$ cat config.mk
export PLATFORM = sky130hd
export DESIGN_NAME = si_div_step
export DESIGN_NICKNAME = d
export VERILOG_FILES = /design/src/segment_intersection_macros.svh /design/src/si_pkg.sv /design/src/si_div_step.sv
export SDC_FILE = /design/constraint.sdc
export NUM_CORES = 1
export LEC_CHECK = 0
export CORE_UTILIZATION = 40
export DETAILED_ROUTE_END_ITERATION = 10
export DONT_BUFFER_PORTS = 1
export GPL_TIMING_DRIVEN = 1
export HOLD_SLACK_MARGIN = 0.02
export PLACE_DENSITY = 0.6
export SYNTH_ARGS = -nofsm -noshare
export SYNTH_HDL_FRONTEND = slang
export SYNTH_SLANG_ARGS = --single-unit
export TNS_END_PERCENT = 30
$ cat constraint.sdc
create_clock -name clk -period 6.7 [get_ports clk]
set_input_delay 0.67 -clock clk [delete_from_list [all_inputs] [get_ports clk]]
set_output_delay 0.67 -clock clk [all_outputs]
set_load 0.01 [all_outputs]
$ cat src/segment_intersection_macros.svh
// ----------------------------------------------------------------------------
// Segment intersection assertion macros
// Shared concurrent assertion wrappers, compiled out with ASSERT_OFF.
// ----------------------------------------------------------------------------
`ifndef SEGMENT_INTERSECTION_MACROS_SVH
`define SEGMENT_INTERSECTION_MACROS_SVH

`ifndef ASSERT_OFF
// same-cycle implication
`define SI_ASSERT_IMP(lbl, ante, cons) \
  lbl: assert property (@(posedge clk) disable iff (!rst_n) (ante) |-> (cons)) \
    else $error("segment_intersection assertion failed");
// next-cycle implication
`define SI_ASSERT_NXT(lbl, ante, cons) \
  lbl: assert property (@(posedge clk) disable iff (!rst_n) (ante) |=> (cons)) \
    else $error("segment_intersection assertion failed");
`else
`define SI_ASSERT_IMP(lbl, ante, cons)
`define SI_ASSERT_NXT(lbl, ante, cons)
`endif

`endif

$ cat src/si_pkg.sv
// ----------------------------------------------------------------------------
// Segment intersection package
// Widths, relation codes and the beat carried through the divider stages.
// ----------------------------------------------------------------------------
package si_pkg;

  localparam int COORD_WIDTH = 16;
  localparam int CW          = COORD_WIDTH;
  // deltas carry one extra bit
  localparam int DLW         = CW + 1;
  // products of two deltas
  localparam int PW          = 2 * DLW;
  // denominator and numerators
  localparam int DW          = PW + 1;
  // quotient magnitude bits (bounded by |delta|)
  localparam int QW          = CW + 1;
  // scaled numerator magnitude
  localparam int NUMW        = DW + DLW;

  localparam logic [1:0] REL_NONE       = 2'd0;
  localparam logic [1:0] REL_HIT        = 2'd1;
  localparam logic [1:0] REL_PARALLEL   = 2'd2;
  localparam logic [1:0] REL_COINCIDENT = 2'd3;

  typedef struct packed {
    logic                 hit;
    logic [1:0]           rel;
    logic signed [CW-1:0] x1s;
    logic signed [CW-1:0] y1s;
    logic [NUMW-1:0]      remx;
    logic [NUMW-1:0]      remy;
    logic [NUMW-1:0]      dsh;
    logic                 negx;
    logic                 negy;
    logic [QW-1:0]        qx;
    logic [QW-1:0]        qy;
  } si_beat_t;

endpackage

$ cat src/si_div_step.sv
// ----------------------------------------------------------------------------
// Segment intersection divider step
// One restoring quotient bit for both coordinates per stage.
// ----------------------------------------------------------------------------
module si_div_step import si_pkg::*; (
  input  logic     clk,
  input  logic     rst_n,
  input  logic     en,
  input  logic     v_in,
  input  si_beat_t beat_in,
  output logic     v_out,
  output si_beat_t beat_out
);

  logic     v_r;
  si_beat_t beat_r, beat_nxt;
  logic     gex, gey;

  always_comb begin
    gex      = (beat_in.remx >= beat_in.dsh);
    gey      = (beat_in.remy >= beat_in.dsh);
    beat_nxt = beat_in;
    if (gex) begin
      beat_nxt.remx = beat_in.remx - beat_in.dsh;
    end
    if (gey) begin
      beat_nxt.remy = beat_in.remy - beat_in.dsh;
    end
    beat_nxt.qx  = {beat_in.qx[QW-2:0], gex};
    beat_nxt.qy  = {beat_in.qy[QW-2:0], gey};
    beat_nxt.dsh = beat_in.dsh >> 1;
  end

  always_ff @(posedge clk) begin
    if (!rst_n) begin
      v_r <= 1'b0;
    end else if (en) begin
      v_r <= v_in;
    end
  end

  always_ff @(posedge clk) begin
    if (en) begin
      beat_r <= beat_nxt;
    end
  end

  assign v_out    = v_r;
  assign beat_out = beat_r;

endmodule

==> results.sh, run 1 <==
export IMPL_status="finished, final reports clean"
export IMPL_timing_rr_start="v_out$_SDFFE_PN0P_"
export IMPL_grt_setup_unrepaired="false"
export IMPL_synth_warnings=0
export IMPL_port_buffers=0
export IMPL_holdWs_ps=205.2
export IMPL_cpMaxStageDelayCell="nand3b_4"
export IMPL_synth_edf_count=226
export IMPL_htreeDepth=1
export IMPL_die_h_um=192.2
export IMPL_reg2reg_slack_ps=6080
export IMPL_drt_first_pass_iters=5
export IMPL_grt_pass1_wl_um=60910
export IMPL_slowest_delay_ps=580
export IMPL_placed_cell_area_sq_mm=0.01476
export IMPL_drt_iter0_drc=737
export IMPL_ir_drop_mv=0.2453
export IMPL_wire_per_inst_um=24.37
export IMPL_critPathCaptureType="register"
export IMPL_synth_area_per_cell_sq_um=10.94
export IMPL_track_usage=0.2208
export IMPL_synth_most_common_cell="edfxtp_1"
export IMPL_place_ws_ps=1804
export IMPL_seq_area_sq_mm=0.006807
export IMPL_yosys_top_cells_count="edfxtp_1, a21oi_1, ha_1"
export IMPL_whs_path_depth=0
export IMPL_path_buf_inv=2
export IMPL_synth_distinct_cells=79
export IMPL_fin_setup_tns_ps=0
export IMPL_rr_endpoint="v_out$_SDFFE_PN0P_"
export IMPL_die_area_sq_mm=0.03694
export IMPL_dp_cells=1726
export IMPL_area_growth_pct=7.583
export IMPL_cp_max_fo=51
export IMPL_grt_max_degree=228
export IMPL_cp_start_kind="primary input"
export IMPL_wl_um=43240
export IMPL_worstHoldStart="beat_in[47]"
export IMPL_hp_class="in -> reg"
export IMPL_critPathRequiredTime_ps=7000
export IMPL_core_sq_mm=0.03557
export IMPL_ys_seq_area_frac=0.4704
export IMPL_use_met3=0.05883
export IMPL_hold_violations=0
export IMPL_synth_largest_area_cell="edfxtp_1"
export IMPL_fin_util=0.4377
export IMPL_setup_ws_ps=2458
export IMPL_max_cap_viol_count=0
export IMPL_cts_root_buf="clkbuf_16"
export IMPL_stdcell_area_sq_mm=0.01557
export IMPL_ant_nets=0
export IMPL_grt_overflow=0
export IMPL_diodes=0
export IMPL_num_vias=10168
export IMPL_relSlewSlack=0.3230
export IMPL_multi_input_area_sq_mm=0.007089
export IMPL_fin_crit_ps=4242
export IMPL_gr_usage_met1=0.2651
export IMPL_io_pins=459
export IMPL_start_util=0.4068
export IMPL_cts_sinks=227
export IMPL_fin_crit_sh=0.6331
export IMPL_synth_ff_type="edfxtp_1"
export IMPL_syn_nets=1660
export IMPL_synthArstFlopShare=0
export IMPL_synth_area_leaders="edfxtp_1, ha_1, a21oi_1"
export IMPL_cp_top_family="simple AND/OR/NAND/NOR gates"
export IMPL_netlist_area_sq_mm=0.01447
export IMPL_hold_end="beat_out[46]$_DFFE_PP_"
export IMPL_p_leak_nw=6.281
export IMPL_postCtsSetupBuffers=0
export IMPL_clk_pin_slew_ps=60
export IMPL_fin_skew_ps=0
export IMPL_drive_gt1_frac=0.08530
export IMPL_grt_busiest_layer="met2"
export IMPL_tightest_slew_ps=1016
export IMPL_drc=0
export IMPL_r2r_cells=2
export IMPL_fmax_ghz=0.2358
export IMPL_fillers=3362
export IMPL_grt_pass1_vias=9825
export IMPL_antenna_found_initial=0
export IMPL_cts_made_buffers=26
export IMPL_dpl_hpwl_um=34160
export IMPL_synth_seq_cells=227
export IMPL_synth_top_area_frac=0.4690
export IMPL_via_per_inst=5.732
export IMPL_num_nets_final=1630
export IMPL_finalSetupViolCount=0
export IMPL_finalNonFillerCells=1774
export IMPL_cts_resized=0
export IMPL_netlist_instances=1323
export IMPL_std_cell_rows=69
export IMPL_met2_usage=0.3911
export IMPL_clkLatencyLatePin_ps=550
export IMPL_postCtsHoldBufs=0
export IMPL_crit_type="in -> reg"
export IMPL_cts_tree="built"
export IMPL_worstPathArrival_ps=4540
export IMPL_p_per_area_mw_per_mm2=267.7
export IMPL_path_cells="inv_1, ha_1, and2_1, nand3_1, or3_1, nor4_1, nand4_1, o41ai_2, nand3b_4, buf_4, mux2_1"
export IMPL_clockBufferDepth=3
export IMPL_place_congestion=0.9130
export IMPL_die_w_um=192.2
export IMPL_final_max_slew_viol_count=0
export IMPL_total_power_mw=4.168
-- logic make-up after synthesis --
family	count (synthesis)	share of synthesized area
and+or+nand+nor	303	0.1006
xor gates and xnor gates	91	0.05508
adders and majority gates	106	0.09269
muxes	67	0.06425
buffers and inverters	134	0.04081
other	1	0.0002592
DFF	227	0.4704
AOI/OAI and AO/OA	394	0.1759
-- flip-flops by register name, indices dropped and copies added (netlist names) --
| register | count |
|---|---|
| v_out | 1 |
| beat_out | 226 |
-- placed cells by master, fill, tap and decap left out, drive strengths merged, types with 3 or more instances in the layout --
cell,count
and2,3
mux2i,4
a221o,3
nor4,4
nor2,91
nand3,22
ha,104
o21a,11
a41oi,3
nor3,17
o21bai,23
a31oi,13
edfxtp,226
nor2b,11
nand2,82
or3,6
or2,3
mux2,63
a21oi,149
nand2b,15
a211oi,13
a41o,5
and3,11
a21o,64
o31ai,7
xnor2,52
o21ai,65
o211ai,8
o31a,5
inv,77
clkbuf,33
clkinv,12
nand4,28
xor2,39
nand3b,3
-- layout make-up --
class	instances	area share
clock buffer	33	0.04485
clock inverter	15	0.006912
inverter	75	0.01808
multi-input combinational	962	0.4554
sequential	227	0.4372
tap	461	0.03705
timing repair buffer	1	0.0004822
-- routing by layer --
metal | part of all wire | vias to the layer above | wire [um]
met1 | 0.40 | 4853 | 17420
met5 | 0 | - | 0
li1 | - | 4866 | -
met2 | 0.49 | 404 | 21380
met4 | 0.017 | 0 | 735
met3 | 0.086 | 45 | 3704
-- power breakdown --
group	switching [mW]	internal, mW
sequential	0.158	1.77
clock	0.600	0.776
combinational	0.490	0.378
-- worst reg2reg max path, delay by kind of cell, from the launching register on --
kind	cells	cell delay [ps]
DFF	1	340
muxes	1	130
and+or+nand+nor	1	50
-- worst max path at each step --
stage | startpoint | to | slack [ps] | cells past startpoint
floorplan | beat_in[140] | beat_out[144]$_DFFE_PP_ | 3150 | 15
global placement | beat_in[75] | beat_out[115]$_DFFE_PP_ | 1880 | 11
detailed placement | beat_in[75] | beat_out[115]$_DFFE_PP_ | 1800 | 11
CTS | beat_in[75] | beat_out[115]$_DFFE_PP_ | 2370 | 11
global route | beat_in[75] | beat_out[110]$_DFFE_PP_ | 2130 | 11
finish | beat_in[75] | beat_out[115]$_DFFE_PP_ | 2460 | 11
Note: power is estimated with default switching activity, not from simulation.
==> inputs of run 2 (changes only) <==
Settings changed: PLACE_DENSITY 0.6 to 0.62.
Clock period 6.7 ns to 3.6 ns, I/O delays scaled along.
==> run 2 against run 1 <==
The flow now finishes with violations (negative hold slack). Flip-flop and latch count is the same. First-iteration DRC count shrank 17%. Sequential share of layout area shrank 6.1 points. Highest routed layer unchanged.
==> results.sh, run 2 (same netlist as run 1, synthesis figures left out) <==
export IMPL_ant_nets=0
export IMPL_die_h_um=192.2
export IMPL_cts_tree="built"
export IMPL_drt_first_pass_iters=6
export IMPL_port_buffers=0
export IMPL_cts_sinks=227
export IMPL_p_per_area_mw_per_mm2=462.5
export IMPL_final_max_slew_viol_count=0
export IMPL_drt_iter0_drc=611
export IMPL_ir_drop_mv=0.5404
export IMPL_cp_start_kind="primary input"
export IMPL_track_usage=0.2431
export IMPL_core_sq_mm=0.03557
export IMPL_grt_pass1_vias=11216
export IMPL_critPathCaptureType="register"
export IMPL_io_pins=459
export IMPL_slowest_delay_ps=410
export IMPL_tightest_slew_ps=542.6
export IMPL_wire_per_inst_um=23.22
export IMPL_drc=0
export IMPL_critPathRequiredTime_ps=3900
export IMPL_clkPwrFrac=0.343
export IMPL_internal_power_mw=5.949
export IMPL_cts_made_buffers=26
export IMPL_max_cap_viol_count=0
export IMPL_fin_crit_sh=0.8794
export IMPL_die_area_sq_mm=0.03694
export IMPL_mostFrequentLayoutCells="edfxtp_1, dlygate4sd3_1, a21oi_1"
export IMPL_fillers=3179
export IMPL_num_nets_final=1884
export IMPL_seq_power_share=0.428
export IMPL_relSlewSlack=0.6345
export IMPL_status="finished with violations"
export IMPL_postCtsHoldBufs=188
export IMPL_hp_class="in -> reg"
export IMPL_hold_violations=36
export IMPL_cp_max_fo=3
export IMPL_place_ws_ps=-92.72
export IMPL_finalSetupViolCount=0
export IMPL_wl_um=47120
export IMPL_grt_pass1_wl_um=67140
export IMPL_fin_crit_ps=3166
export IMPL_via_per_inst=5.523
export IMPL_failed_checks="negative hold slack"
export IMPL_worstPathArrival_ps=3460
export IMPL_antenna_found_initial=2
export IMPL_fin_util=0.5092
export IMPL_postCtsSetupBuffers=0
export IMPL_grt_max_degree=228
export IMPL_setup_ws_ps=434.3
export IMPL_p_leak_nw=7.454
export IMPL_fin_skew_ps=0
export IMPL_crit_type="in -> reg"
export IMPL_drive_gt1_frac=0.1181
export IMPL_cpMaxStageDelayCell="fa_1"
export IMPL_grt_setup_unrepaired="false"
export IMPL_num_vias=11207
export IMPL_largest_reg_flops=226
export IMPL_layout_commonest_cell="edfxtp_1"
export IMPL_std_cell_rows=69
export IMPL_holdWs_ps=-68.44
export IMPL_cts_resized=0
export IMPL_fmax_ghz=0.3159
export IMPL_p_sw_frac=0.2898
export IMPL_clkLatencyLatePin_ps=550
export IMPL_crit_top_cell="o21ai_0"
export IMPL_start_util=0.4068
export IMPL_grt_overflow=0
export IMPL_place_congestion=0.9315
export IMPL_clk_pin_slew_ps=60
export IMPL_die_w_um=192.2
export IMPL_path_cells="inv_1, ha_1, fa_1, nand2b_1, a211o_1, a211oi_1, buf_4, o21ai_0, o21ai_0, a21oi_1, o21ba_2, o21ai_0, xor2_1, mux2_4"
export IMPL_area_growth_pct=25.17
export IMPL_htreeDepth=1
export IMPL_dpl_hpwl_um=35480
export IMPL_cts_root_buf="clkbuf_16"
export IMPL_combPwrFrac=0.230
export IMPL_p_sw_mw=2.428
export IMPL_clockBufferDepth=3
-- run 2: worst paths after layout --
check / from / slack, ps / to / cells past startpoint
setup reg to reg: v_out$_SDFFE_PN0P_ / 2410 / v_out$_SDFFE_PN0P_ / 3
hold reg to reg: v_out$_SDFFE_PN0P_ / 1130 / v_out$_SDFFE_PN0P_ / 3
hold / removal: en / -70 / beat_out[73]$_DFFE_PP_ / 0
setup / recovery: beat_in[140] / 430 / beat_out[166]$_DFFE_PP_ / 14
-- run 2: power by group through the flow --
stage | Clock (mW) | Sequential (mW) | Combinational (mW)
after CTS | 2.93 | 3.59 | 1.91
final | 2.87 | 3.58 | 1.92
after detailed placement | 0 | 3.64 | 1.73
after global routing | 3.03 | 3.61 | 2.10
after floorplan | 0 | 3.55 | 1.30
after global placement | 0 | 3.65 | 1.71
-- run 2: worst max-delay path: cells and delay by family --
family	cells	cell delay (ps)
AOI/OAI and AO/OA	7	1730
and+or+nand+nor	1	190
xor gates and xnor gates	1	110
muxes	1	270
adders and majority gates	2	600
buffers and inverters	2	210
-- run 2: final cells by class --
type,count,area [sq um],share of cell area
diodes,2,5.005,0.0002763
clock buffers,28,679.4,0.03751
clock inverters,19,239.0,0.01319
inverters,75,281.5,0.01554
multi-input cells,962,7089,0.3914
flip-flops and latches,227,6807,0.3758
well taps,461,576.8,0.03185
repair buffers,255,2435,0.1344
-- run 2: per-layer routing --
metal  vias to the layer above  global-route usage  share of wire  routed length, um
met3                        74             0.05299          0.077               3607
li1                       5383                   -              -                  -
met2                       450              0.4149           0.48              22670
met5                         -                   0              0                  0
met4                         0             0.09388          0.034               1580
met1                      5300              0.2974           0.41              19260
-- run 2: metrics by stage --
stage	area (sq um)	total power, mW	instances	setup TNS (ps)
global route	18110	8.736	2029	0
global placement	15310	5.357	1792	-1282
CTS	18110	8.436	2027	0
detailed placement	15310	5.370	1792	-1716
floorplan	14470	4.852	1323	0
finish	18110	8.377	2029	0
==> inputs of run 3 (changes only) <==
Settings changed: CORE_AREA set to 2 2 180 182, CORE_UTILIZATION 40 to unset, DIE_AREA set to 0 0 182 184, MAX_ROUTING_LAYER set to met4, PLACE_DENSITY 0.62 to 0.69, REMOVE_ABC_BUFFERS set to 1.
==> run 3 against run 2 <==
The run now ends clean. Setup slack improved by 60 ps. Register-to-register slack got worse by 50 ps. Sequential power about the same. Combinational power up 2%. Largest power group unchanged.
==> results.sh, run 3 (same netlist as run 1, synthesis figures left out) <==
export IMPL_status="finished, final reports clean"
export IMPL_worstHoldStart="beat_in[183]"
export IMPL_std_cell_rows=65
export IMPL_drc=0
export IMPL_track_usage=0.2609
export IMPL_placed_cell_area_sq_mm=0.01522
export IMPL_drive_gt1_frac=0.1154
export IMPL_p_leak_nw=7.391
export IMPL_postCtsSetupBuffers=0
export IMPL_ant_nets=0
export IMPL_fin_skew_ps=0
export IMPL_clkLatencyLatePin_ps=550
export IMPL_grt_max_degree=228
export IMPL_seq_power_share=0.446
export IMPL_relSlewSlack=0.5675
export IMPL_critPathCaptureType="register"
export IMPL_hold_end="beat_out[183]$_DFFE_PP_"
export IMPL_finalSetupViolCount=0
export IMPL_p_sw_mw=2.432
export IMPL_io_pins=459
export IMPL_combPwrFrac=0.244
export IMPL_drt_iter0_drc=801
export IMPL_via_per_inst=5.726
export IMPL_antenna_found_initial=1
export IMPL_cts_root_buf="clkbuf_16"
export IMPL_drt_first_pass_iters=5
export IMPL_rr_endpoint="v_out$_SDFFE_PN0P_"
export IMPL_fin_crit_ps=3106
export IMPL_wire_per_inst_um=22.76
export IMPL_max_cap_viol_count=0
export IMPL_clkPwrFrac=0.310
export IMPL_core_sq_mm=0.03139
export IMPL_internal_power_mw=5.590
export IMPL_tightest_slew_ps=648.8
export IMPL_hp_class="in -> reg"
export IMPL_start_util=0.4609
export IMPL_p_per_area_mw_per_mm2=448.2
export IMPL_whs_path_depth=1
export IMPL_num_nets_final=1877
export IMPL_area_growth_pct=23.68
export IMPL_dp_cells=1729
export IMPL_layout_commonest_cell="edfxtp_1"
export IMPL_holdWs_ps=37.37
export IMPL_cts_tree="built"
export IMPL_mostFrequentLayoutCells="edfxtp_1, dlygate4sd3_1, a21oi_1"
export IMPL_place_congestion=0.9077
export IMPL_final_max_slew_viol_count=0
export IMPL_port_buffers=0
export IMPL_wl_um=44680
export IMPL_die_area_sq_mm=0.03349
export IMPL_fmax_ghz=0.3220
export IMPL_cp_max_fo=3
export IMPL_critPathRequiredTime_ps=3900
export IMPL_die_w_um=182
export IMPL_timing_rr_start="v_out$_SDFFE_PN0P_"
export IMPL_cts_resized=0
export IMPL_finalNonFillerCells=1963
export IMPL_grt_pass1_wl_um=65040
export IMPL_fin_crit_sh=0.8627
export IMPL_grt_setup_unrepaired="false"
export IMPL_p_sw_frac=0.3032
export IMPL_largest_reg_flops=226
export IMPL_crit_type="in -> reg"
export IMPL_cts_sinks=227
export IMPL_htreeDepth=1
export IMPL_ir_drop_mv=0.3023
export IMPL_reg2reg_slack_ps=2360
export IMPL_hold_violations=0
export IMPL_cp_start_kind="primary input"
export IMPL_fin_util=0.5701
export IMPL_clockBufferDepth=3
export IMPL_grt_pass1_vias=11120
export IMPL_worstPathArrival_ps=3400
export IMPL_cts_made_buffers=26
export IMPL_num_vias=11240
export IMPL_clk_pin_slew_ps=60
export IMPL_r2r_cells=3
export IMPL_die_h_um=184
export IMPL_stdcell_area_sq_mm=0.01790
export IMPL_dpl_hpwl_um=32970
export IMPL_grt_overflow=0
## run 3: worst max-delay path, stage by stage
cell,delay [ps]
inv_1,40
ha_1,200
fa_1,410
nand2b_1,180
a211o_1,320
a21oi_2,180
a21o_1,240
o21ai_2,120
buf_4,160
a21oi_1,260
buf_4,200
a221o_1,160
a31oi_1,120
xnor2_1,160
mux2_4,270
## run 3: worst max-delay path by stage
stage / start / endpoint / slack (ps) / depth (start not counted)
final: beat_in[140] / beat_out[190]$_DFFE_PP_ / 490 / 15
after detailed placement: beat_in[140] / beat_out[162]$_DFFE_PP_ / -20 / 14
after global routing: beat_in[140] / beat_out[190]$_DFFE_PP_ / 320 / 15
after floorplan: beat_in[59] / beat_out[142]$_DFFE_PP_ / -850 / 12
after CTS: beat_in[140] / beat_out[162]$_DFFE_PP_ / 540 / 14
after global placement: beat_in[140] / beat_out[160]$_DFFE_PP_ / 20 / 14
## run 3: layout make-up
| type | count | area (sq um) |
|---|---|---|
| clock inverters | 18 | 105.1 |
| repair buffers | 248 | 2422 |
| well taps | 402 | 503.0 |
| flip-flops and latches | 227 | 6807 |
| fillers | 2633 | 13500 |
| clock buffers | 30 | 686.9 |
| diodes | 1 | 2.502 |
| inverters | 75 | 281.5 |
| multi-input cells | 962 | 7089 |
## run 3: power groups by stage
stage / clock network (mW) / logic (mW) / registers (mW)
5_1_grt: 2.62 / 2.14 / 3.60
3_5_place_dp: 0 / 1.70 / 3.64
6_report: 2.48 / 1.96 / 3.58
2_1_floorplan: 0 / 1.28 / 3.55
3_3_place_gp: 0 / 1.69 / 3.64
4_1_cts: 2.52 / 1.88 / 3.59
## run 3: stage by stage
stage | TNS [ps] | total power [mW] | worst slack [ps]
2_1_floorplan | -45750 | 4.832 | -849.6
5_1_grt | 0 | 8.363 | 315.1
3_3_place_gp | 0 | 5.326 | 22.45
6_report | 0 | 8.022 | 494.4
3_5_place_dp | -315.3 | 5.341 | -22.03
4_1_cts | 0 | 7.987 | 543.3
## run 3: layer usage
layer / routed length, um / share of wire / global-route usage
met1: 18090 / 0.40 / 0.3166
met2: 21180 / 0.47 / 0.4281
met3: 3797 / 0.085 / 0.05903
met4: 1609 / 0.036 / 0.09484
met5: 0 / 0 / -
## run 3: timing repair
action                     in CTS  in global routing
setup endpoints to repair       0                  0
hold buffers                  183                  2
hold endpoints to repair      408                113
